`src/hdl/pcc_pkg.sv`:
```
// shared types and constants for the pearson correlation block
package pcc_pkg;

  localparam int MAX_LEN   = 1024;
  localparam int ADDR_W    = $clog2(MAX_LEN);
  localparam int CNT_W     = $clog2(MAX_LEN + 1);
  localparam int SAMP_W    = 16;
  localparam int SUM_W     = SAMP_W + ADDR_W;
  localparam int DEV_W     = SAMP_W + 1;
  localparam int PRD_W     = 2 * DEV_W;
  localparam int ACC_W     = PRD_W + ADDR_W + 1;
  localparam int MAG_W     = ACC_W;
  localparam int VV_W      = 2 * ACC_W;
  localparam int Q_W       = 15;
  localparam int TT_W      = 2 * Q_W;
  localparam int PROD_W    = VV_W + TT_W;
  localparam int BIT_W     = $clog2(Q_W);
  localparam int PAIRS_W   = 11;
  localparam int CORR_W    = 16;

  typedef struct packed {
    logic [SAMP_W-1:0] x_sample;
    logic [SAMP_W-1:0] y_sample;
    logic              last;
  } in_t;

  typedef struct packed {
    logic signed [CORR_W-1:0] correlation;
    logic                     defined;
    logic                     truncated;
    logic [PAIRS_W-1:0]       pairs_used;
  } out_t;

endpackage

```
`src/hdl/pcc_mul.sv`:
```
// shift-add multiplier, one multiplier bit per cycle
module pcc_mul (
  input  logic                        clk,
  input  logic                        rst_n,
  input  logic                        start,
  input  logic [pcc_pkg::VV_W-1:0]    a,
  input  logic [pcc_pkg::MAG_W-1:0]   b,
  output logic                        busy,
  output logic                        done,
  output logic [pcc_pkg::PROD_W-1:0]  p
);

  localparam int STEP_W = $clog2(pcc_pkg::MAG_W + 1);

  logic                        busy_r;
  logic                        done_r;
  logic [STEP_W-1:0]           step_r;
  logic [pcc_pkg::PROD_W-1:0]  ash_r;
  logic [pcc_pkg::MAG_W-1:0]   b_r;
  logic [pcc_pkg::PROD_W-1:0]  p_r;

  always_ff @(posedge clk) begin
    if (!rst_n) begin
      busy_r <= 1'b0;
      done_r <= 1'b0;
      step_r <= '0;
    end else begin
      done_r <= 1'b0;
      if (start) begin
        busy_r <= 1'b1;
        step_r <= STEP_W'(pcc_pkg::MAG_W);
        ash_r  <= {{(pcc_pkg::PROD_W - pcc_pkg::VV_W){1'b0}}, a};
        b_r    <= b;
        p_r    <= '0;
      end else if (busy_r) begin
        if (b_r[0]) begin
          p_r <= p_r + ash_r;
        end
        ash_r  <= ash_r << 1;
        b_r    <= b_r >> 1;
        step_r <= step_r - 1'b1;
        if (step_r == STEP_W'(1)) begin
          busy_r <= 1'b0;
          done_r <= 1'b1;
        end
      end
    end
  end

  assign busy = busy_r;
  assign done = done_r;
  assign p    = p_r;

endmodule

```
`config.mk`:
```
export PLATFORM = sky130hd
export DESIGN_NAME = pcc_mul
export DESIGN_NICKNAME = d
export VERILOG_FILES = /design/src/hdl/pcc_pkg.sv /design/src/hdl/pcc_mul.sv
export SDC_FILE = /design/constraint.sdc
export NUM_CORES = 1
export LEC_CHECK = 0
export BUFFER_PORTS_ARGS = -buffer_cell sky130_fd_sc_hd__buf_2
export CORE_ASPECT_RATIO = 1.2
export CORE_MARGIN = 2
export CORE_UTILIZATION = 38
export DETAILED_ROUTE_END_ITERATION = 8
export GPL_ROUTABILITY_DRIVEN = 0
export GPL_TIMING_DRIVEN = 0
export PLACE_DENSITY = 0.58
export SETUP_SLACK_MARGIN = 0.2
export SKIP_CTS_REPAIR_TIMING = 1
export SLEW_MARGIN = 15
export SYNTH_ARGS = -nofsm -noshare
export SYNTH_HDL_FRONTEND = slang
export SYNTH_SLANG_ARGS = --single-unit
```
`constraint.sdc`:
```
create_clock -name clk -period 10.2 [get_ports clk]
set_clock_uncertainty 0.1 [all_clocks]
set_input_delay 1.53 -clock clk [delete_from_list [all_inputs] [get_ports clk]]
set_output_delay 1.53 -clock clk [all_outputs]
set_load 0.05 [all_outputs]
```
; ---- Yosys cells after proc, flatten, opt, wreduce, memory -nomap -nowiden
; Index checks and enable logic that the tools add are counted.
[word_totals]
inputBits = 138
regBits = 293
wordCells = 31
[op_classes]
n_addsub = 2
n_mux = 12
eq_ne = 1
reduce_logical = 6
n_bitwise = 2
[ops]
columns = operator, count
row1 = $mux 120, 3
row2 = $add 120x120->120, 1
row3 = $mux 45, 2
row4 = $mux 90, 1
row5 = $mux 6, 2
row6 = $eq 6x1->1 const B, 1
row7 = $sub 6x1->6 const B, 1
row8 = $mux 1, 4
row9 = $reduce_bool 2->1, 2
row10 = $reduce_and 3->1, 1
row11 = $reduce_or 3->1, 1
row12 = $not 1->1, 2
row13 = $reduce_and 2->1, 1
row14 = $reduce_or 2->1, 1

; ---- Longest topological paths before layout
; Gate-level depths: netlist of the first run.
[logic_depth]
ltp_word = 4
ltp_mapped = 14
ltp_nobuf = 14

; ---- Worst setup path after synthesis of the first run
; Ideal clock, no wire load.
[synth_timing]
kind = input to register
startpoint = input port start
endpoint = register p_r, in the netlist p[0], enable pin
n_path_buf = 3
stages = 5
slack_ns = 2.038
arrival_ns = 7.462
cell_sequence = clkbuf_1 > clkbuf_1 > clkbuf_1 > nor2_1 > nor2_1
[synth_between]
elab_chain_cells = 2
elab_cells_between_ends = 3
[synth_rtl]
columns = item, line_no
row1 = start: declaration, pcc_mul.sv:5  ; input logic start,
row2 = $reduce_bool 2->1 (no source line), n/a
row3 = $reduce_and 3->1 (no source line) (*), n/a
row4 = end signal: assignment, pcc_mul.sv:37  ; p_r <= p_r + ash_r;
row5 = end: declaration, pcc_mul.sv:20  ; logic [pcc_pkg::PROD_W-1:0] p_r;
; Mark *: on every way between the ends. The rest lies on a longest branch, timed or not.
; A chain may end at the register's enable or synchronous reset.

; ---- Final worst setup path of the first run
[layout_timing]
startpoint = register p_r, in the netlist p[0]
endpoint = register p_r, in the netlist p[108] (data pin)
[layout_between]
elab_chain_cells = 3
[layout_rtl]
columns = item, line_no
row1 = $add 120x120->120, pcc_mul.sv:37
row2 = $mux 120, pcc_mul.sv:36  ; if (b_r[0]) begin
row3 = $mux 120, pcc_mul.sv:35  ; end else if (busy_r) begin
; No other way between the ends. The select of a mux whose other input is x is not followed.

==> results.json, run 1 <==
{
  "grt_pass1_wl_um": 84580,
  "core_area_sq_mm": 0.04922,
  "cts_max_level": 2,
  "required_ps": 10390,
  "synthArstFlopShare": 0,
  "viasPerCell": 5.433,
  "met3_length_um": 2904,
  "startpoint_type": "flip-flop",
  "design_area_sq_mm": 0.02245,
  "power.density_mw_per_mm2": 177.3,
  "crit_path_end_kind": "flip-flop",
  "io_pins": 260,
  "grt-ovfl-total": 0,
  "netlist_area_sq_mm": 0.01896,
  "post-place-ws_ps": 4880,
  "synth_seq_cells": 293,
  "register_area_sq_mm": 0.008718,
  "rsz0062_at_grt": "false",
  "antenna_found_initial": 5,
  "finalNetCount": 2402,
  "outcome": "finished clean",
  "grt_pass1_vias": 15314,
  "synth_fp_nets": 2100,
  "multi_input_area_sq_mm": 0.009732,
  "synth_cells": 1840,
  "port_buffers": 258,
  "layout-drive-gt1-share": 0.2268,
  "cts.sinks": 293,
  "clkLatencyLatePin_ps": 560,
  "wl_um": 54290,
  "die_h_um": 248.7,
  "fmax_mhz": 187.2,
  "die_w_um": 207.9,
  "setup_viol": 0,
  "clkTransAtPathRegs_ps": 60,
  "final-max-slew-violation-count": 0,
  "dp_hpwl_um": 42280,
  "top_layer_used": "met4",
  "syn_avg_cell_area_sq_um": 10.30,
  "cp_data_arrival_time_ps": 5530,
  "hold_path_class": "reg -> reg",
  "initial_core_util": 0.3852,
  "die-area_sq_mm": 0.05171,
  "ir_drop_mv": 0.1353,
  "layout_commonest_cell": "edfxtp_1",
  "clk_path_buf_depth": 3,
  "whs_ps": 435.7,
  "p_leak_nw": 8.799,
  "num_vias": 15255,
  "ys_types": 76,
  "cts_root_buf": "clkbuf_16",
  "min_period_over_period": 0.5236,
  "place_area_sq_mm": 0.02122,
  "cts_tree": "done",
  "ys.flop_type": "edfxtp_1",
  "worstMarginPinSlew_ps": 987.8,
  "cap_violations": 0,
  "wl_met2_um": 26200,
  "ys_seq_area_frac": 0.4598,
  "layout_min_cycle_time_ps": 5341,
  "first_pass_iters": 5,
  "utilization": 0.4562,
  "grt.total_usage": 0.2045,
  "grt_max_degree": 103,
  "layout_common_cells": "285 x edfxtp_1, 268 x buf_2, 214 x nor2_1",
  "row_count": 89,
  "drt-met1-wl_um": 23180,
  "drcViolationCount": 0,
  "crit_type": "reg -> reg",
  "yosysWarnings": 0,
  "cts_buffers": 36,
  "syn2layout_area_growth_pct": 18.42,
  "hold_viol_final": 0,
  "drt_iter0_drc": 1014,
  "wl_per_cell_um": 19.34,
  "crit_fanout": 4,
  "n_fill_cell": 4720,
  "synth_edf_count": 285,
  "ant_nets": 0,
  "slew-limit-headroom": 0.3345,
  "timing.final.ws_setup_ps": 4859
}
[cells in the mapped netlist (30+ instances only)]
cell	count	area, sq um
ha_1	121	1514
nand4_1	56	350.3
a21oi_1	175	875.8
nand2_1	133	499.2
clkbuf_1	81	304.0
nor2b_1	40	250.2
nor2_1	215	807.0
nor3_1	30	150.1
xor2_1	49	429.2
o21bai_1	39	292.8
o21ai_0	90	450.4
edfxtp_1	285	8558
xnor2_1	72	630.6
inv_1	44	165.2
a21o_1	56	420.4
mux2_2	134	1509
[cell type report]
class	count	area share
antenna	2	0.0002229
buffer	93	0.01610
clock buffer	46	0.04413
clock inverter	19	0.01042
inverter	44	0.007690
multi-input combinational	1410	0.4334
sequential	293	0.3883
tap	637	0.03550
timing repair buffer	264	0.06420
[routing by layer]
metal  vias to the layer above  GRT usage
li1                       7405          -
met1                      7258     0.2576
met2                       472     0.3487
met3                       120    0.03530
met4                         0    0.08004
met5                         -          0
[flip-flops by register name, indices dropped and copies added, names as in the netlist]
register  count
p           120
done          1
ash_r       120
busy          1
step_r        6
b_r          45
[per-stage QoR]
step                setup TNS [ps]  cells  power (mW)
floorplan                        0   1840       2.356
global placement           -269830   2735       2.645
detailed placement               0   2741       2.649
CTS                              0   2806       4.018
global route                     0   2807       4.178
finish                           0   2808       3.982
[critical path, cell delays in order, from the launching register on]
cell	delay, ps
edfxtp_1	410
ha_1	260
fa_1	430
a211oi_1	260
o21ai_1	180
o21ai_1	310
nand2_1	200
a31oi_1	550
o22ai_1	300
a2111oi_1	730
nor2_1	320
a21oi_1	560
o21ai_1	210
xnor2_1	180
nor2_1	60
[power breakdown]
group	switching [mW]	internal [mW]
combinational	0.733	0.393
sequential	0.0538	1.45
clock	0.531	0.816
[kinds of logic after synthesis]
kind of cell / Yosys count / synth area share
AND/OR/NAND/NOR: 556 / 0.1371
AO/OA/AOI/OAI: 476 / 0.1583
flip-flops: 293 / 0.4598
buffers and inverters: 137 / 0.02778
multiplexers: 135 / 0.08018
adder cells (fa/ha/maj): 122 / 0.08090
XOR/XNOR: 121 / 0.05589
[final timing paths]
kind             start         to  slack, ps  depth (start not counted)
max               p[0]     p[108]       4860                         14
min          step_r[1]  step_r[1]        440                          2
max reg2reg       p[0]     p[108]       4860                         14
min reg2reg  step_r[1]  step_r[1]        440                          2
(Power assumes the default switching activity.)
==> inputs of run 2 (changes only) <==
ABC_AREA = 1   (was unset)
PLACE_DENSITY = 0.59   (was 0.58)
clock period = 4.7 ns   (was 10.2 ns; I/O delays follow)
==> run 2 against run 1 <==
Global-route usage rose by 5.6 points. Utilization is 1.2 points lower. Fmax rose by 55%. Critical path type unchanged. Area after synthesis grew 28%. Largest power group unchanged. Sequential share of layout area is 7.8 points lower. Highest routed layer unchanged. Via count increased by 56%. Synthesized cell count is 110% higher.
==> results.json, run 2 <==
{
  "clkTransAtPathRegs_ps": 70,
  "syn2layout_area_growth_pct": 16.08,
  "layout_min_cycle_time_ps": 3451,
  "slew-limit-headroom": 0.3194,
  "grt-ovfl-total": 0,
  "synth_cells": 3846,
  "cap_violations": 0,
  "grt_pass1_wl_um": 128500,
  "cp_common_cell": "nand2_1",
  "final-max-slew-violation-count": 0,
  "first_pass_iters": 6,
  "crit_type": "reg -> reg",
  "cp_slowest_stage_delay_ps": 620,
  "synth_area_leader_cell": "edfxtp_1",
  "drt_iter0_drc": 2055,
  "synth_seq_cells": 293,
  "ys_types": 35,
  "io_pins": 260,
  "grt_pass1_vias": 22419,
  "finalNetCount": 4413,
  "drcViolationCount": 0,
  "netlist_area_sq_mm": 0.02419,
  "cts_tree": "done",
  "layout_common_cells": "1720 x nand2_1, 781 x inv_1, 346 x nor2_1",
  "cts_root_buf": "clkbuf_16",
  "wl_um": 85990,
  "outcome": "finished clean",
  "p_leak_nw": 15.50,
  "setup_viol": 0,
  "die_h_um": 280.4,
  "min_period_over_period": 0.7342,
  "syn_avg_cell_area_sq_um": 6.290,
  "required_ps": 4930,
  "clkLatencyLatePin_ps": 570,
  "die_w_um": 234.3,
  "synth.most_common_cell": "nand2_1",
  "ir_drop_mv": 0.2918,
  "cts_buffers": 36,
  "netlist.area_leader.share": 0.3537,
  "power.density_mw_per_mm2": 322.4,
  "finalSetupTns_ps": 0,
  "num_vias": 23740,
  "worst_path_max_delay_cell": "a21oi_1",
  "wl_per_cell_um": 17.18,
  "synth_fp_nets": 4106,
  "synth_area_leaders": "edfxtp_1 35%, nand2_1 27%, inv_1 12%",
  "row_count": 101,
  "ant_nets": 0,
  "crit_fanout": 5,
  "clk_path_buf_depth": 3,
  "grt.total_usage": 0.2610,
  "hold_viol_final": 0,
  "worstMarginPinSlew_ps": 1021,
  "synthTopCellsByCount": "1720 x nand2_1, 781 x inv_1, 347 x nor2_1",
  "grt_max_degree": 28,
  "antenna_found_initial": 1,
  "timing.final.ws_setup_ps": 1249,
  "cp_data_arrival_time_ps": 3680,
  "synthArstFlopShare": 0,
  "rsz0062_at_grt": "false",
  "whs_ps": 276.5,
  "synth_edf_count": 285,
  "crit_chain": "ha_1 -> fa_1 -> nand2_1 -> nand3_1 -> nand3_1 -> nand2_1 -> nand2_1 -> nand3_2 -> nand2_1 -> nand2_1 -> a21oi_1 -> nand2_1 -> nand2_1 -> nor2_1",
  "core_area_sq_mm": 0.06319,
  "cts_max_level": 2,
  "hold_path_class": "in -> reg",
  "dp_hpwl_um": 72540,
  "ys_seq_area_frac": 0.3604,
  "ys.flop_type": "edfxtp_1",
  "port_buffers": 258,
  "crit_path_end_kind": "flip-flop",
  "place_area_sq_mm": 0.02685,
  "viasPerCell": 4.743,
  "fmax_mhz": 289.8,
  "n_fill_cell": 6877,
  "cts.sinks": 293,
  "yosysWarnings": 0,
  "die-area_sq_mm": 0.06571,
  "initial_core_util": 0.3829,
  "post-place-ws_ps": 994.0,
  "design_area_sq_mm": 0.02808,
  "startpoint_type": "flip-flop",
  "layout-drive-gt1-share": 0.1167,
  "layout_commonest_cell": "nand2_1"
}
-- run 2: cell types whose count changed in the layout (fill, tap and decap cells not counted), sizes merged, moves of 33 or more --
| cell | before | now |
|---|---|---|
| clkbuf | 127 | 80 |
| xor2 | 49 | 0 |
| nor2b | 40 | 0 |
| a21o | 56 | 2 |
| mux2 | 135 | 0 |
| inv | 46 | 810 |
| nand3 | 19 | 105 |
| xnor2 | 72 | 1 |
| nand4 | 57 | 13 |
| nor2 | 216 | 417 |
| o21bai | 39 | 6 |
| nand2 | 133 | 1738 |
-- run 2: path summary, 6_finish.rpt --
kind	endpoint	slack, ps	from	cells after the start
worst min register to register	step_r[5]	400	step_r[5]	2
worst max register to register	p[72]	1250	p[0]	14
worst max-delay path	p[72]	1250	p[0]	14
worst min-delay path	step_r[2]	280	rst_n	3
-- run 2: logic make-up (layout without fill, tap and decap cells) --
family / count (synthesis) / count (layout) / synth area share
AO/OA/AOI/OAI: 261 / 261 / 0.05539
XOR/XNOR: 1 / 1 / 0.0003621
adder cells (fa/ha/maj): 122 / 122 / 0.06340
buffers and inverters: 859 / 1193 / 0.1335
flip-flops: 293 / 293 / 0.3604
other: 0 / 1 / 0
AND/OR/NAND/NOR: 2310 / 2310 / 0.3870
-- run 2: per-layer routing --
layer | vias up | global-route usage | share of wire
met5 | - | 0 | 0
met4 | 0 | 0.1335 | 0.059
met3 | 177 | 0.05203 | 0.076
met2 | 799 | 0.4188 | 0.44
met1 | 10530 | 0.3315 | 0.42
li1 | 12234 | - | -
-- run 2: critical path, delay by kind of cell (launching register included) --
kind                     cells  cell delay, ps
AO/OA/AOI/OAI                1             620
flip-flops                   1             410
adder cells (fa/ha/maj)      2             740
AND/OR/NAND/NOR             11            1360
-- run 2: layout make-up --
class	count	area, sq um	share of cell area
diodes	1	2.502	0.00008911
well taps	824	1031	0.03671
inverters	812	3060	0.1090
plain buffers	47	216.5	0.007708
flip-flops and latches	293	8718	0.3104
clock buffers	44	962.2	0.03426
multi-input cells	2694	12260	0.4367
clock inverters	21	271.5	0.009668
repair buffers	269	1556	0.05542
-- run 2: through the flow --
| stage | std cells | util | power (mW) |
|---|---|---|---|
| floorplan | 3846 | - | 5.139 |
| detailed placement | 4939 | 0.4249 | 6.084 |
| CTS | 5004 | 0.4444 | 9.088 |
| finish | 5005 | 0.4445 | 9.054 |
| global route | 5005 | 0.4445 | 9.520 |
| global placement | 4928 | 0.4206 | 6.051 |
-- run 2: power breakdown --
| group | switching (mW) | internal (mW) | leakage [nW] |
|---|---|---|---|
| clock network | 1.18 | 1.80 | 0.603 |
| registers | 0.103 | 3.13 | 2.81 |
| logic | 2.08 | 0.765 | 12.1 |
==> inputs of run 3 (changes only) <==
ABC_AREA = 0   (was 1)
PLACE_DENSITY = 0.58   (was 0.59)
clock period = 3.2 ns   (was 4.7 ns; I/O delays follow)
==> run 3 against run 2 <==
The run now ends with negative setup slack left. Design area is 11% lower. Clock power grew 41%. Flip-flop and latch count unchanged. Sequential power rose by 49%. Combinational power up 53%. Power grew 48%. Critical path depth unchanged. Hold slack got worse by 170 ps. Largest cell class unchanged.
==> results.json, run 3 (synthesis gave the netlist of run 1 again) <==
{
  "outcome": "finished with violations",
  "violations": "negative setup slack",
  "core_area_sq_mm": 0.04922,
  "initial_core_util": 0.3852,
  "grt.total_usage": 0.2146,
  "cts_max_level": 2,
  "wl_per_cell_um": 19.92,
  "grt_pass1_wl_um": 88090,
  "antenna_found_initial": 11,
  "port_buffers": 258,
  "r2r-start": "p[3]",
  "rsz0062_at_grt": "true",
  "clkTransAtPathRegs_ps": 60,
  "die-area_sq_mm": 0.05171,
  "crit_type": "reg -> reg",
  "worstMarginPinSlew_ps": 945.9,
  "layout-drive-gt1-share": 0.3480,
  "crit_fanout": 4,
  "p_leak_nw": 9.811,
  "wl_um": 57940,
  "crit_path_end_kind": "flip-flop",
  "clkLatencyLatePin_ps": 550,
  "grt-ovfl-total": 0,
  "io_pins": 260,
  "final-max-slew-violation-count": 0,
  "grt_pass1_vias": 15682,
  "regToRegSetupSlack_ps": -900,
  "finalSetupTns_ps": -30090,
  "dp_hpwl_um": 44460,
  "setup_viol": 69,
  "cap_violations": 0,
  "layout_min_cycle_time_ps": 4101,
  "clk_path_buf_depth": 3,
  "drt_iter0_drc": 816,
  "first_pass_iters": 5,
  "syn2layout_area_growth_pct": 31.16,
  "placedCellCount": 2745,
  "hold_depth": 2,
  "slew-limit-headroom": 0.3694,
  "viasPerCell": 5.408,
  "required_ps": 3400,
  "ir_drop_mv": 0.3998,
  "cts_root_buf": "clkbuf_16",
  "num_vias": 15732,
  "grt_max_degree": 38,
  "r2r_end": "p[115]",
  "holdPathEnd": "ash_r[0]",
  "cts_buffers": 35,
  "die_w_um": 207.9,
  "reg2reg_depth": 14,
  "timing.final.ws_setup_ps": -900.6,
  "row_count": 89,
  "layout_common_cells": "285 x edfxtp_1, 261 x buf_2, 201 x nor2_1",
  "ant_nets": 0,
  "min_period_over_period": 1.281,
  "hold_path_class": "in -> reg",
  "layout_commonest_cell": "edfxtp_1",
  "startpoint_type": "flip-flop",
  "finalNetCount": 2506,
  "power.density_mw_per_mm2": 538.5,
  "cts_tree": "done",
  "fin_cells": 2909,
  "cts.sinks": 293,
  "fmax_mhz": 243.9,
  "die_h_um": 248.7,
  "cp_data_arrival_time_ps": 4300,
  "min-delay-start": "a[0]",
  "drcViolationCount": 0,
  "hold_viol_final": 0
}
[run 3: changes by cell type in the layout (fill, tap and decap cells not counted), moves of 57 or more]
| cell | before | now |
|---|---|---|
| nand2_1 | 1720 | 124 |
| nor2_2 | 64 | 7 |
| mux2_2 | 0 | 133 |
| nor2_1 | 346 | 201 |
| buf_4 | 0 | 76 |
| nand3_1 | 80 | 16 |
| xnor2_1 | 1 | 58 |
| inv_1 | 781 | 43 |
[run 3: power breakdown]
part | switching, mW | internal [mW] | total (mW)
Combinational | 2.63 | 1.73 | 4.36
Sequential | 0.184 | 4.63 | 4.82
Clock | 1.68 | 2.54 | 4.21
[run 3: critical path: stages (launching register included)]
cell       delay, ps
edfxtp_1         440
ha_4             310
o211ai_1          90
o21a_2           250
a2111oi_4        390
o211ai_1         260
a211oi_4         270
buf_6            160
o211ai_1         170
a31oi_2          280
nor3b_4          290
a21bo_4          210
a41oi_4          110
o21ai_2          190
mux2_4           310
[run 3: layer usage]
| layer | GRT usage | up-vias | share of wire |
|---|---|---|---|
| met5 | 0 | - | 0.0017 |
| met4 | 0.09078 | 16 | 0.042 |
| met3 | 0.05434 | 131 | 0.057 |
| met2 | 0.3672 | 400 | 0.49 |
| met1 | 0.2555 | 7564 | 0.41 |
| li1 | - | 7621 | - |
[run 3: how the worst max path moves through the flow]
| stage | from | end | slack (ps) |
|---|---|---|---|
| detailed placement | p[49] | p[115] | -1410 |
| finish | p[3] | p[115] | -900 |
| global route | p[4] | p[115] | -1010 |
| global placement | start | ash_r[19] | -2380 |
| CTS | p[49] | p[115] | -1420 |
| floorplan | start | ash_r[0] | -760 |
[run 3: cell type report]
type                       count  area (sq um)
sequential                   293          8720
timing repair buffer         369          2381
inverter                      44         168.9
fill                        4598         24350
clock buffer                  43         925.9
buffer                        93         513.0
antenna                        2         5.005
clock inverter                18         244.0
multi-input combinational   1410         11110
tap                          637         797.0
[run 3: stage by stage]
step           area, sq um  total power [mW]  hold WS, ps  worst slack, ps    util
2_1_floorplan        19630             7.670        384.0           -761.5       -
3_3_place_gp         21710             8.609        398.3            -2378  0.4412
3_5_place_dp         21940             8.662        418.6            -1410  0.4457
4_1_cts              23110             12.94        79.31            -1422  0.4695
5_1_grt              24870             14.02        108.7            -1007  0.5053
6_report             24870             13.39        110.2           -900.6  0.5053
