==> src/hdl/pcc_pkg.sv <==
// shared types and constants for the pearson correlation block
package pcc_pkg;

  localparam int MAX_LEN   = 1024;
  localparam int ADDR_W    = $clog2(MAX_LEN);
  localparam int CNT_W     = $clog2(MAX_LEN + 1);
  localparam int SAMP_W    = 16;
  localparam int SUM_W     = SAMP_W + ADDR_W;
  localparam int DEV_W     = SAMP_W + 1;
  localparam int PRD_W     = 2 * DEV_W;
  localparam int ACC_W     = PRD_W + ADDR_W + 1;
  localparam int MAG_W     = ACC_W;
  localparam int VV_W      = 2 * ACC_W;
  localparam int Q_W       = 15;
  localparam int TT_W      = 2 * Q_W;
  localparam int PROD_W    = VV_W + TT_W;
  localparam int BIT_W     = $clog2(Q_W);
  localparam int PAIRS_W   = 11;
  localparam int CORR_W    = 16;

  typedef struct packed {
    logic [SAMP_W-1:0] x_sample;
    logic [SAMP_W-1:0] y_sample;
    logic              last;
  } in_t;

  typedef struct packed {
    logic signed [CORR_W-1:0] correlation;
    logic                     defined;
    logic                     truncated;
    logic [PAIRS_W-1:0]       pairs_used;
  } out_t;

endpackage

==> src/hdl/pcc_div.sv <==
// restoring divider, one quotient bit per cycle, for the means
module pcc_div (
  input  logic                       clk,
  input  logic                       rst_n,
  input  logic                       start,
  input  logic [pcc_pkg::SUM_W-1:0]  dividend,
  input  logic [pcc_pkg::CNT_W-1:0]  divisor,
  output logic                       done,
  output logic [pcc_pkg::SAMP_W-1:0] quot
);

  localparam int STEP_W = $clog2(pcc_pkg::SUM_W + 1);

  logic                       busy_r;
  logic                       done_r;
  logic [STEP_W-1:0]          step_r;
  logic [pcc_pkg::CNT_W-1:0]  rem_r;
  logic [pcc_pkg::CNT_W-1:0]  dvs_r;
  logic [pcc_pkg::SUM_W-1:0]  dvd_r;
  logic [pcc_pkg::SUM_W-1:0]  quo_r;
  logic [pcc_pkg::CNT_W:0]    trial;
  logic                       fits;

  assign trial = {rem_r, dvd_r[pcc_pkg::SUM_W-1]};
  assign fits  = trial >= {1'b0, dvs_r};

  always_ff @(posedge clk) begin
    if (!rst_n) begin
      busy_r <= 1'b0;
      done_r <= 1'b0;
      step_r <= '0;
    end else begin
      done_r <= 1'b0;
      if (start) begin
        busy_r <= 1'b1;
        step_r <= STEP_W'(pcc_pkg::SUM_W);
        rem_r  <= '0;
        dvs_r  <= divisor;
        dvd_r  <= dividend;
        quo_r  <= '0;
      end else if (busy_r) begin
        rem_r  <= fits ? pcc_pkg::CNT_W'(trial - {1'b0, dvs_r})
                       : trial[pcc_pkg::CNT_W-1:0];
        quo_r  <= {quo_r[pcc_pkg::SUM_W-2:0], fits};
        dvd_r  <= dvd_r << 1;
        step_r <= step_r - 1'b1;
        if (step_r == STEP_W'(1)) begin
          busy_r <= 1'b0;
          done_r <= 1'b1;
        end
      end
    end
  end

  assign done = done_r;
  assign quot = quo_r[pcc_pkg::SAMP_W-1:0];

endmodule

==> config.mk <==
export PLATFORM = sky130hd
export DESIGN_NAME = pcc_div
export DESIGN_NICKNAME = d
export VERILOG_FILES = /design/src/hdl/pcc_pkg.sv /design/src/hdl/pcc_div.sv
export SDC_FILE = /design/constraint.sdc
export NUM_CORES = 1
export LEC_CHECK = 0
export ABC_AREA = 1
export BUFFER_PORTS_ARGS = -buffer_cell sky130_fd_sc_hd__buf_2
export CORE_MARGIN = 2
export CORE_UTILIZATION = 34
export CTS_BUF_LIST = sky130_fd_sc_hd__clkbuf_8
export CTS_CLUSTER_DIAMETER = 200
export CTS_CLUSTER_SIZE = 30
export DETAILED_ROUTE_END_ITERATION = 8
export HOLD_SLACK_MARGIN = 0.1
export SLEW_MARGIN = 40
export SYNTH_ARGS = -nofsm -noshare
export SYNTH_HDL_FRONTEND = slang
export SYNTH_SLANG_ARGS = --single-unit
==> constraint.sdc <==
create_clock -name clk -period 5.75 [get_ports clk]
set_input_delay 0.8625 -clock clk [delete_from_list [all_inputs] [get_ports clk]]
set_output_delay 0.8625 -clock clk [all_outputs]
set_load 0.005 [all_outputs]
== Word level (Yosys, flattened, before mapping) ==
Index checks and enable logic that the tools add are counted.

* Flip-flop bits (word level): 71
* Output and inout bits: 17

* Mux-type cells: 11
* Bitwise gates (word level): 2
* Eq/ne operators: 1
* Add/subtract/negate cells: 2
* Reduce and logical (&&, ||, !) cells: 5
* $lt $le $gt $ge: 1

{| class="wikitable"
|+ Operators by type and width
! kind !! number
|-
| two-way mux 26 bit || 2
|-
| two-way mux 11 bit || 2
|-
| two-way mux 16 bit || 1
|-
| >= comparator 12 x 11 -> 1 bit || 1
|-
| subtractor 11 bit || 1
|-
| two-way mux 5 bit || 2
|-
| == test 5 x 1 -> 1 bit (second input constant) || 1
|-
| subtractor 5 x 1 -> 5 bit (second input constant) || 1
|-
| two-way mux 1 bit || 4
|-
| AND reduction 2 bit || 2
|-
| OR reduction 3 bit || 1
|-
| NOT 1 bit || 2
|-
| nonzero test 2 bit || 1
|-
| OR reduction 2 bit || 1
|}

== Depth between registers and ports, before layout ==
Gate-level depths: netlist (run 1).

* Depth after elaboration: 4
* Mapped depth: 14

== Worst setup path after synthesis (run 1) ==
No wires, ideal clock.

* Path kind: input port to flip-flop
* Start point: input start
* End point: register dvd_r[0] (netlist name) (enable)
* Cell stages on the path: 3
* Library setup time: 0.483 ns
* Slack: 1.457 ns
* Arrival time: 3.810 ns
* Cell sequence: clkbuf_1 inv_2 a21oi_1

* Cells in the longest elaborated chain, start to end: 2

{| class="wikitable"
|+ Ends and longest elaborated chain
! what !! RTL line !! source
|-
| from (decl) || pcc_div.sv:5 || <nowiki>input logic start,</nowiki>
|-
| nonzero test 2 bit (no source line) || - ||
|-
| AND reduction 2 bit (no source line) || - ||
|-
| to (signal assigned) || pcc_div.sv:39 || <nowiki>dvd_r <= dividend;</nowiki>
|-
| to (signal assigned) || pcc_div.sv:45 || <nowiki>dvd_r <= dvd_r << 1;</nowiki>
|-
| to (decl) || pcc_div.sv:19 || <nowiki>logic [pcc_pkg::SUM_W-1:0] dvd_r;</nowiki>
|}

Every way passes these cells.
A chain may end at the register's enable or synchronous reset.

== Worst setup path after layout (run 1) ==
* Start point: input start
* End point: register dvd_r[11] (netlist name) (enable)

Same word-level chain as after synthesis.

==> results of run 1 <==
[cell families after synthesis]
logic type	share of synthesized area, %
AO/OA/AOI/OAI	3.75
flip-flops	56.7
AND/OR/NAND/NOR	25.5
buffers and inverters	8.23
XOR/XNOR	0.723
adder cells (fa/ha/maj)	5.03
[metal layers]
metal | vias to the layer above | GRT usage [%]
li1 | 1391 | -
met1 | 1206 | 17.4
met2 | 47 | 19.9
met3 | 7 | 3.03
met4 | 0 | 3.85
met5 | - | 0
[final cells by class]
type,instances,area (um2)
fill,1052,6040
sequential,71,2060
multi-input combinational,258,1280
timing repair buffer,58,303
inverter,66,248
tap,136,170
clock inverter,7,136
clock buffer,9,124
[state kept, by name, summed over array words and instances (netlist names)]
register and cells:
dvs_r 11, dvd_r 26, quo_r 16, rem_r 11, busy_r 1, done 1, step_r 5
[synthesized netlist by cell type (all sizes together)]
library cell  instances
dfxtp                 7
edfxtp               64
or2                   3
clkbuf                7
ha                   13
fa                    1
nand3b                1
inv                  66
nand3                15
nand4                 3
o21ai                11
nor3b                 1
xor2                  1
a21oi                 7
nor4                  1
nand2               146
a31oi                 2
buf                   3
xnor2                 2
nor2                 51
[worst paths after layout]
kind                                        startpoint                endpoint  slack [ns]  cells past startpoint
worst max-delay path                             start     dvd_r[11]$_DFFE_PP_        2.80                      4
worst min-delay path            step_r[4]$_SDFFE_PN0N_  step_r[4]$_SDFFE_PN0N_        0.48                      2
worst max register to register     dvd_r[25]$_DFFE_PP_  rem_r[6]$_SDFFCE_PP0P_        3.46                     13
worst min register to register  step_r[4]$_SDFFE_PN0N_  step_r[4]$_SDFFE_PN0N_        0.48                      2
[power by group through the flow]
| stage | combinational, W | clock, W | sequential (W) |
|---|---|---|---|
| after floorplan | 0.000166 | 0 | 0.000635 |
| after global placement | 0.000217 | 0 | 0.000636 |
| after detailed placement | 0.000222 | 0 | 0.000636 |
| after CTS | 0.000224 | 0.000524 | 0.000625 |
| after global routing | 0.000260 | 0.000546 | 0.000628 |
| final | 0.000222 | 0.000513 | 0.000625 |
[per-stage QoR]
stage               instances  power [W]  hold slack (ns)
finish                    605    0.00136            0.481
floorplan                 405   0.000801            0.450
global placement          588   0.000853            0.468
global route              605    0.00143            0.517
CTS                       605    0.00137            0.488
detailed placement        589   0.000859            0.476
[critical path, cell delays in order]
cell and delay (ns):
buf_2 0.57, inv_2 0.52, a21oi_4 0.56, buf_4 0.41
==> results by group, run 1 <==
GRT
  – Gr usage total: 12.7%
  – Initial antenna violation count: 0
  – Largest net degree at the start of global routing: 45
  – Number of global-route vias before repair: 2613
  – First-pass GRT wire length: between 10000 and 15000 um
  – GRT overflow: 0

Route
  – Wire per inst: 11.3 um
  – Wl on met1: about 3500 um
  – Drt initial violations: 160
  – DR WL met3: 233 um
  – Via density: 4.38
  – Vias: 2651
  – Final wirelength: 6840 um
  – DR WL met2: 3090 um
  – DR DRC count: 0
  – Antenna viol nets, final: 0
  – Pre-Repair DR Iteration Count: 4
  – DR top layer: met4

Synthesis
  – Seq cells post-synth: 71
  – Sequential share of the synthesized area: 56.7%
  – Syn_area_per_cell: 8.97 um2
  – Synth unique cells: 32
  – Ranking of synthesized cells by area: edfxtp_1 (53%), nand2_1 (15%), inv_1 (5.9%)
  – Synthesized instance count: 405
  – Net Count, Synth: 459
  – Top-area cell type share of the netlist area: 52.9%
  – Cell taking the most area after synthesis: edfxtp_1
  – Warnings from Yosys: 0
  – Syn Std Cell Area: about 0.0036 mm2

Timing
  – Worst slew pin tran: 0.735 ns
  – RSZ-0062 raised after global routing: no
  – Min cycle time layout: around 3 ns
  – FMAX: about 340 MHz
  – Final setup viols: 0
  – Final hold viol count: 0
  – Final worst-path cycle share: 51.3%
  – Slew Limit Fails: 0
  – Layout Skew: 0.0130 ns
  – Fin Setup TNS: 0 ns
  – Slew margin rel.: 50.9%
  – Fin worst setup slack: around 2.8 ns

Clock tree
  – Total CTS buffers: 9
  – CTS root buf: clkbuf_8
  – Clk_lat worst skew: 0.34 ns
  – Clk buf depth: 2
  – Clock sinks: 71
  – Post-CTS setup buffers: 0
  – PostCTS Resize Cnt: 0
  – Cts hold-fix bufs: 0
  – Clock-pin slew on the worst setup and hold paths: 0.07 ns
  – CTS tree: done
  – H-tree Lvls: 3

Power
  – Sw Ratio: 24.9%
  – Power Density: 314 mW/mm2
  – Leakage power: approximately 2.1 nW
  – Worst VDD drop: 0.000142 V
  – Clk pwr share: 37.7%
  – NetSw: 0.000339 W
  – P_int: slightly above 0.001 W
  – Sequential Power Share: between 40% and 50%
  – Comb pwr share: 16.3%

Outcome
  – Outcome: finished, final reports clean

Finish
  – Diode count: 0
  – Commonest non-fill, non-tap cell in the layout: nand2_1
  – Utilization after layout: between 40% and 50%
  – Share of cells above drive strength 1: a little over a fifth
  – Final Instance Area: 0.00433 mm2
  – Commonest cells after routing, fill and taps aside: nand2_1 (141), edfxtp_1 (64), inv_1 (58)
  – Area Overhead vs Synth: 19.1%
  – Layout Nets: 518

Floorplanning
  – Core Area: a little over 0.01 mm2
  – Die area: 0.0115 mm2
  – Starting density of the core: 35.1%
  – Die X: 107 um
  – Die height: 107 um
  – Row cnt: 37
  – Top Ports: 57

Placement
  – Placed Instance Area: 0.00407 mm2
  – Detailed placement HPWL: approximately 5000 um
  – Pre-CTS setup slack: 2.42 ns
  – IO buf count: 56
  – Placer Congestion: a little over 0.8

Worst hold path
  – Hold Path Class: flop to flop

Worst setup path
  – Critical Path Sink Type: flop
  – Critical path class: input port to flop
  – Startpoint types: input port
  – Critical Path RT: 5.75 ns
  – Data arrival, critical path: 2.95 ns
  – CP Max Fanout: 44

Run
  – Max-cap violations: 0
(Power assumes the default switching activity.)
==> inputs of run 2 (changes only) <==
Clock period 5.75 ns to 2.82 ns, I/O delays scaled along.
==> run 2 against run 1 <==
Design area shrank 1.3%. Utilization shrank 0.54 points. Total power up 87%. Critical path depth increased by 9. Count of clock-buffer cells in the layout unchanged. Largest power group unchanged.
==> results by group, run 2 (same netlist as run 1, synthesis figures left out) <==
Clock tree
  – Clk buf depth: 2 (unchanged)
  – Clk_lat worst skew: 0.35 ns (about the same)
  – PostCTS Resize Cnt: 0 (unchanged)
  – Post-CTS setup buffers: 0 (unchanged)
  – CTS tree: done
  – H-tree Lvls: 3 (unchanged)
  – Clock-pin slew on the worst setup and hold paths: 0.08 ns (about the same)
  – Clock sinks: 71 (unchanged)
  – Cts hold-fix bufs: 0 (unchanged)
  – CTS root buf: clkbuf_8
  – Total CTS buffers: 9 (unchanged)

Timing
  – Fin Setup TNS: 0 ns (unchanged)
  – RSZ-0062 raised after global routing: no
  – Final setup viols: 0 (unchanged)
  – Slew Limit Fails: 0 (unchanged)
  – FMAX: 454 MHz
  – Worst slew pin tran: 0.513 ns (-0.222 ns)
  – Slew margin rel.: 65.7% (+15 points)
  – Min cycle time layout: 2.20 ns
  – Final worst-path cycle share: approximately four fifths
  – Fin worst setup slack: 0.616 ns (-2.18 ns)
  – Layout Skew: 0.00992 ns (-0.00307 ns)
  – Final hold viol count: 0 (unchanged)

Placement
  – Detailed placement HPWL: 4950 um (-1.0%)
  – IO buf count: 56 (unchanged)
  – Pre-CTS setup slack: 0.614 ns (-1.80 ns)
  – Placer Congestion: 0.826 (+0.97%)

Route
  – Vias: 2656 (+0.19%)
  – Via density: 4.38 (-0.14%)
  – Antenna viol nets, final: 0 (unchanged)
  – DR DRC count: 0 (unchanged)
  – Drt initial violations: 126 (-21%)
  – Pre-Repair DR Iteration Count: 4 (unchanged)
  – Final wirelength: 7030 um (+2.7%)
  – Wire per inst: 11.6 um (+2.3%)

Worst setup path
  – Critical Path RT: 2.92 ns (-2.83 ns)
  – Crit path to: rem_r[6]$_SDFFCE_PP0P_
  – Worst r2r src: dvd_r[25]$_DFFE_PP_
  – Startpoint types: flop
  – R2R Path End: rem_r[6]$_SDFFCE_PP0P_
  – Data arrival, critical path: 2.31 ns (-0.64 ns)
  – Worst reg-to-reg path cell count: 13 (unchanged)
  – Critical Path Sink Type: flop
  – Worst Setup SP: dvd_r[25]$_DFFE_PP_
  – Reg2Reg Setup Slack: 0.62 ns (-2.84 ns)
  – Critical path class: flop to flop
  – CP Max Fanout: 15 (-66%)

Worst hold path
  – Hold Path Class: input port to flop
  – Hold path depth: 1 (-1)

Finish
  – Diode count: 0 (unchanged)
  – Commonest non-fill, non-tap cell in the layout: nand2_1
  – # fillers: 1051 (-0.095%)
  – Top Registers: dvd_r: 26 flops, quo_r: 16 flops
  – Most flops, register: dvd_r
  – Commonest cells after routing, fill and taps aside: nand2_1 (141), edfxtp_1 (64), inv_1 (58)
  – Max reg flops: 26 (unchanged)
  – Share of cells above drive strength 1: 21.9% (+0.55 points)
  – Layout Nets: 520 (+0.39%)
  – Reg area: 0.00206 mm2 (unchanged)
  – Area occupied by multi-input gates: 0.00128 mm2 (unchanged)
  – Area Overhead vs Synth: 17.5%

Power
  – Leakage power: 2.07 nW (-1.1%)
  – Power Density: 594 mW/mm2 (+89%)
  – Sequential Power Share: 50.2% (+4.3 points)
  – Worst VDD drop: 0.000259 V (+82%)
  – Clk pwr share: 32.0% (-5.7 points)
  – Sw Ratio: 28.3% (+3.4 points)
  – Comb pwr share: 17.8% (+1.5 points)
  – P_int: 0.00182 W (+78%)
  – NetSw: 0.000718 W (+110%)

GRT
  – Initial antenna violation count: 0 (unchanged)
  – First-pass GRT wire length: 11700 um (+1.1%)
  – Largest net degree at the start of global routing: 41 (-8.9%)
  – Number of global-route vias before repair: 2604 (-0.34%)
  – GRT overflow: 0 (unchanged)
  – Gr usage total: 12.8% (+0.17 points)

Floorplanning
  – Die height: 107 um (unchanged)
  – Row cnt: 37 (unchanged)
  – Starting density of the core: 35.1% (unchanged)
  – Die X: 107 um (unchanged)
  – Die area: 0.0115 mm2 (unchanged)
  – Top Ports: 57 (unchanged)
  – Core Area: 0.0104 mm2 (unchanged)

Run
  – Max-cap violations: 0 (unchanged)

Outcome
  – Outcome: finished, final reports clean
## run 2: worst max-delay path, stage by stage, from the launching register on
cell and delay [ns]:
edfxtp_1 0.36, inv_1 0.05, ha_1 0.19, fa_1 0.41, inv_1 0.09, nand2_1 0.06, nand2_1 0.13, nand2_4 0.08
nand2_4 0.07, nand2_4 0.05, nand3_4 0.19, inv_2 0.12, nor2_1 0.11, nor2_1 0.05
## run 2: power by group through the flow
stage | registers, W | logic [W] | clock network, W
5_1_grt | 0.00128 | 0.000522 | 0.000874
3_3_place_gp | 0.00129 | 0.000448 | 0
4_1_cts | 0.00127 | 0.000456 | 0.000842
6_report | 0.00127 | 0.000451 | 0.000813
3_5_place_dp | 0.00130 | 0.000453 | 0
2_1_floorplan | 0.00129 | 0.000339 | 0
## run 2: through the flow
| step | total power (W) | instance area (um2) | util (%) | hold slack (ns) | std cells |
|---|---|---|---|---|---|
| after floorplan | 0.00163 | 3640 | - | 0.452 | 405 |
| after global placement | 0.00174 | 4080 | 39.3 | 0.469 | 591 |
| after detailed placement | 0.00175 | 4080 | 39.3 | 0.476 | 591 |
| after CTS | 0.00257 | 4270 | 41.2 | 0.232 | 607 |
| after global routing | 0.00268 | 4270 | 41.2 | 0.229 | 607 |
| final | 0.00254 | 4270 | 41.2 | 0.248 | 607 |
## run 2: layout make-up
type | count | share of cell area [%]
Sequential cell | 71 | 48.3
Multi-Input combinational cell | 258 | 30.1
Timing Repair Buffer | 60 | 7.26
Inverter | 66 | 5.80
Tap cell | 136 | 3.98
Clock buffer | 9 | 2.90
Clock inverter | 7 | 1.70
## run 2: how the worst min path moves through the flow
stage	from	end	slack, ns
2_1_floorplan	step_r[4]$_SDFFE_PN0N_	step_r[4]$_SDFFE_PN0N_	0.45
3_3_place_gp	step_r[4]$_SDFFE_PN0N_	step_r[4]$_SDFFE_PN0N_	0.47
3_5_place_dp	step_r[4]$_SDFFE_PN0N_	step_r[4]$_SDFFE_PN0N_	0.48
4_1_cts	divisor[5]	dvs_r[5]$_DFFE_PP_	0.23
5_1_grt	divisor[0]	dvs_r[0]$_DFFE_PP_	0.23
6_report	divisor[5]	dvs_r[5]$_DFFE_PP_	0.25
## run 2: per-layer routing
| layer | up-vias | wire length (um) | track usage [%] |
|---|---|---|---|
| met5 | - | 0 | 0 |
| met3 | 6 | 338 | 3.87 |
| met4 | 0 | 55 | 4.30 |
| li1 | 1400 | - | - |
| met2 | 50 | 3250 | 20.6 |
| met1 | 1200 | 3380 | 16.6 |
==> inputs of run 3 (changes only) <==
Clock period 2.82 ns to 2.2 ns, I/O delays scaled along.
==> run 3 against run 2 <==
Sequential share of layout area down 0.66 points. Count of clock-buffer cells in the layout unchanged. Sequential power up 29%. Largest cell class unchanged. Critical endpoint unchanged. Utilization up 0.57 points. Maximum frequency up 8.2%. Largest power group unchanged. Total power up 32%. Critical path depth down 3. Via count up 0.53%. Hold slack worse by 0.085 ns.
==> results by group, run 3 (same netlist as run 1, synthesis figures left out) <==
Outcome
  – Outcome: finished, final reports clean

Floorplanning
  – Die X: 107 um (unchanged)
  – Core Area: 0.0104 mm2 (unchanged)
  – Row cnt: 37 (unchanged)
  – Starting density of the core: 35.1% (unchanged)
  – Die height: 107 um (unchanged)
  – Top Ports: 57 (unchanged)
  – Die area: 0.0115 mm2 (unchanged)

Route
  – Pre-Repair DR Iteration Count: 4 (unchanged)
  – DR DRC count: 0 (unchanged)
  – Antenna viol nets, final: 0 (unchanged)
  – Wire per inst: 11.6 um (+0.17%)
  – Final wirelength: 7100 um (+1.0%)
  – Vias: 2670 (+0.53%)
  – Via density: 4.36 (-0.29%)
  – Drt initial violations: 139 (+10%)

Timing
  – Final setup viols: 0 (unchanged)
  – Fin Setup TNS: 0 ns (unchanged)
  – Layout Skew: 0.00930 ns (-0.000613 ns)
  – FMAX: 491 MHz (+8.2%)
  – RSZ-0062 raised after global routing: no
  – Min cycle time layout: 2.04 ns (-0.167 ns)
  – Slew Limit Fails: 0 (unchanged)
  – Final hold viol count: 0 (unchanged)
  – Final worst-path cycle share: 92.6% (+14 points)
  – Slew margin rel.: 64.2% (-1.6 points)
  – Worst slew pin tran: 0.537 ns (+0.0235 ns)

Finish
  – Most flops, register: dvd_r
  – Commonest cells after routing, fill and taps aside: nand2_1 (140), edfxtp_1 (64), inv_1 (59)
  – Utilization after layout: 41.8% (+0.57 points)
  – Finished Layout Cells: 612 (+0.82%)
  – Share of cells above drive strength 1: 22.9% (+1.0 points)
  – Layout Nets: 525 (+0.96%)
  – Top Registers: dvd_r: 26 flops, quo_r: 16 flops
  – Diode count: 0 (unchanged)
  – Area Overhead vs Synth: 19.1%
  – Max reg flops: 26 (unchanged)
  – Commonest non-fill, non-tap cell in the layout: nand2_1

Worst setup path
  – Critical path class: flop to flop
  – CP Max Fanout: 11 (-4)
  – Worst Setup SP: rem_r[6]$_SDFFCE_PP0P_
  – Data arrival, critical path: 2.13 ns (-0.18 ns)
  – Startpoint types: flop
  – Critical Path Sink Type: flop
  – Critical Path RT: 2.30 ns (-0.62 ns)
  – Worst r2r src: rem_r[6]$_SDFFCE_PP0P_

Worst hold path
  – HP Start: divisor[7]
  – Hold Path Class: input port to flop

Power
  – Power Density: 776 mW/mm2 (+31%)
  – Tot Pwr: 0.00336 W (+32%)
  – Worst VDD drop: 0.000372 V (+44%)
  – Leakage power: 2.11 nW (+1.6%)

Clock tree
  – Clk buf depth: 2 (unchanged)
  – CTS root buf: clkbuf_8
  – Post-CTS setup buffers: 0 (unchanged)
  – H-tree Lvls: 3 (unchanged)
  – Clock sinks: 71 (unchanged)
  – Total CTS buffers: 9 (unchanged)
  – PostCTS Resize Cnt: 0 (unchanged)
  – Clock-pin slew on the worst setup and hold paths: 0.08 ns (about the same)
  – CTS tree: done
  – Clk_lat worst skew: 0.34 ns (about the same)
  – Cts hold-fix bufs: 0 (unchanged)

GRT
  – Met1 usage in global routing: 17.7% (+1.1 points)
  – GR Layer Usage met3: 4.48% (+0.61 points)
  – First-pass GRT wire length: 12100 um (+3.5%)
  – Largest net degree at the start of global routing: 42 (+2.4%)
  – GRT overflow: 0 (unchanged)
  – Met2 Use GR: 20.6% (+0.045 points)
  – Initial antenna violation count: 0 (unchanged)
  – Gr usage total: 13.4% (+0.54 points)
  – Top Usage Layer GRT: met2
  – Number of global-route vias before repair: 2644 (+1.5%)

Run
  – Max-cap violations: 0 (unchanged)

Placement
  – Placer Congestion: 0.915 (+11%)
  – IO buf count: 56 (unchanged)
  – Placed Instances: 596 (+0.85%)
  – Detailed placement HPWL: 5240 um (+5.8%)
[run 3: metrics by stage]
| step | worst slack, ns | area (um2) | hold WS (ns) |
|---|---|---|---|
| global placement | 0.150 | 4110 | 0.467 |
| global route | 0.0190 | 4330 | 0.129 |
| CTS | 0.0739 | 4330 | 0.132 |
| floorplan | 0.203 | 3650 | 0.429 |
| detailed placement | 0.0851 | 4110 | 0.480 |
| finish | 0.163 | 4330 | 0.163 |
[run 3: power breakdown]
| group | leakage [nW] | switching, W | internal, W | total, W |
|---|---|---|---|---|
| logic | 1.32 | 0.000370 | 0.000232 | 0.000602 |
| registers | 0.676 | 0.0000454 | 0.00159 | 0.00164 |
| clock network | 0.112 | 0.000488 | 0.000633 | 0.00112 |
[run 3: area by class of cell]
type                            count  area, um2
Clock inverter                      7       88.8
Clock buffer                        9        124
Timing Repair Buffer               65        348
Tap cell                          136        170
Multi-Input combinational cell    258       1290
Inverter                           66        248
Sequential cell                    71       2060
Fill cell                        1037       6040
[run 3: routing by layer]
layer | vias up | wire [um]
met5 | - | 0
met4 | 0 | 58
met3 | 5 | 370
met2 | 49 | 3210
met1 | 1212 | 3460
li1 | 1404 | -
[run 3: final timing paths]
check | endpoint | slack, ns | cells after the start
worst max-delay path | rem_r[6]$_SDFFCE_PP0P_ | 0.16 | 10
worst max register to register | rem_r[6]$_SDFFCE_PP0P_ | 0.16 | 10
worst min register to register | step_r[4]$_SDFFE_PN0N_ | 0.49 | 2
worst min-delay path | dvs_r[7]$_DFFE_PP_ | 0.16 | 1
[run 3: critical path, stage by stage, from the launching register on]
cell	delay [ns]
edfxtp_1	0.45
ha_1	0.39
nand2_1	0.15
inv_2	0.05
nand2_1	0.06
nand2_1	0.06
nand2_1	0.12
nand3_4	0.17
buf_4	0.20
o21ai_2	0.11
nor2_1	0.05
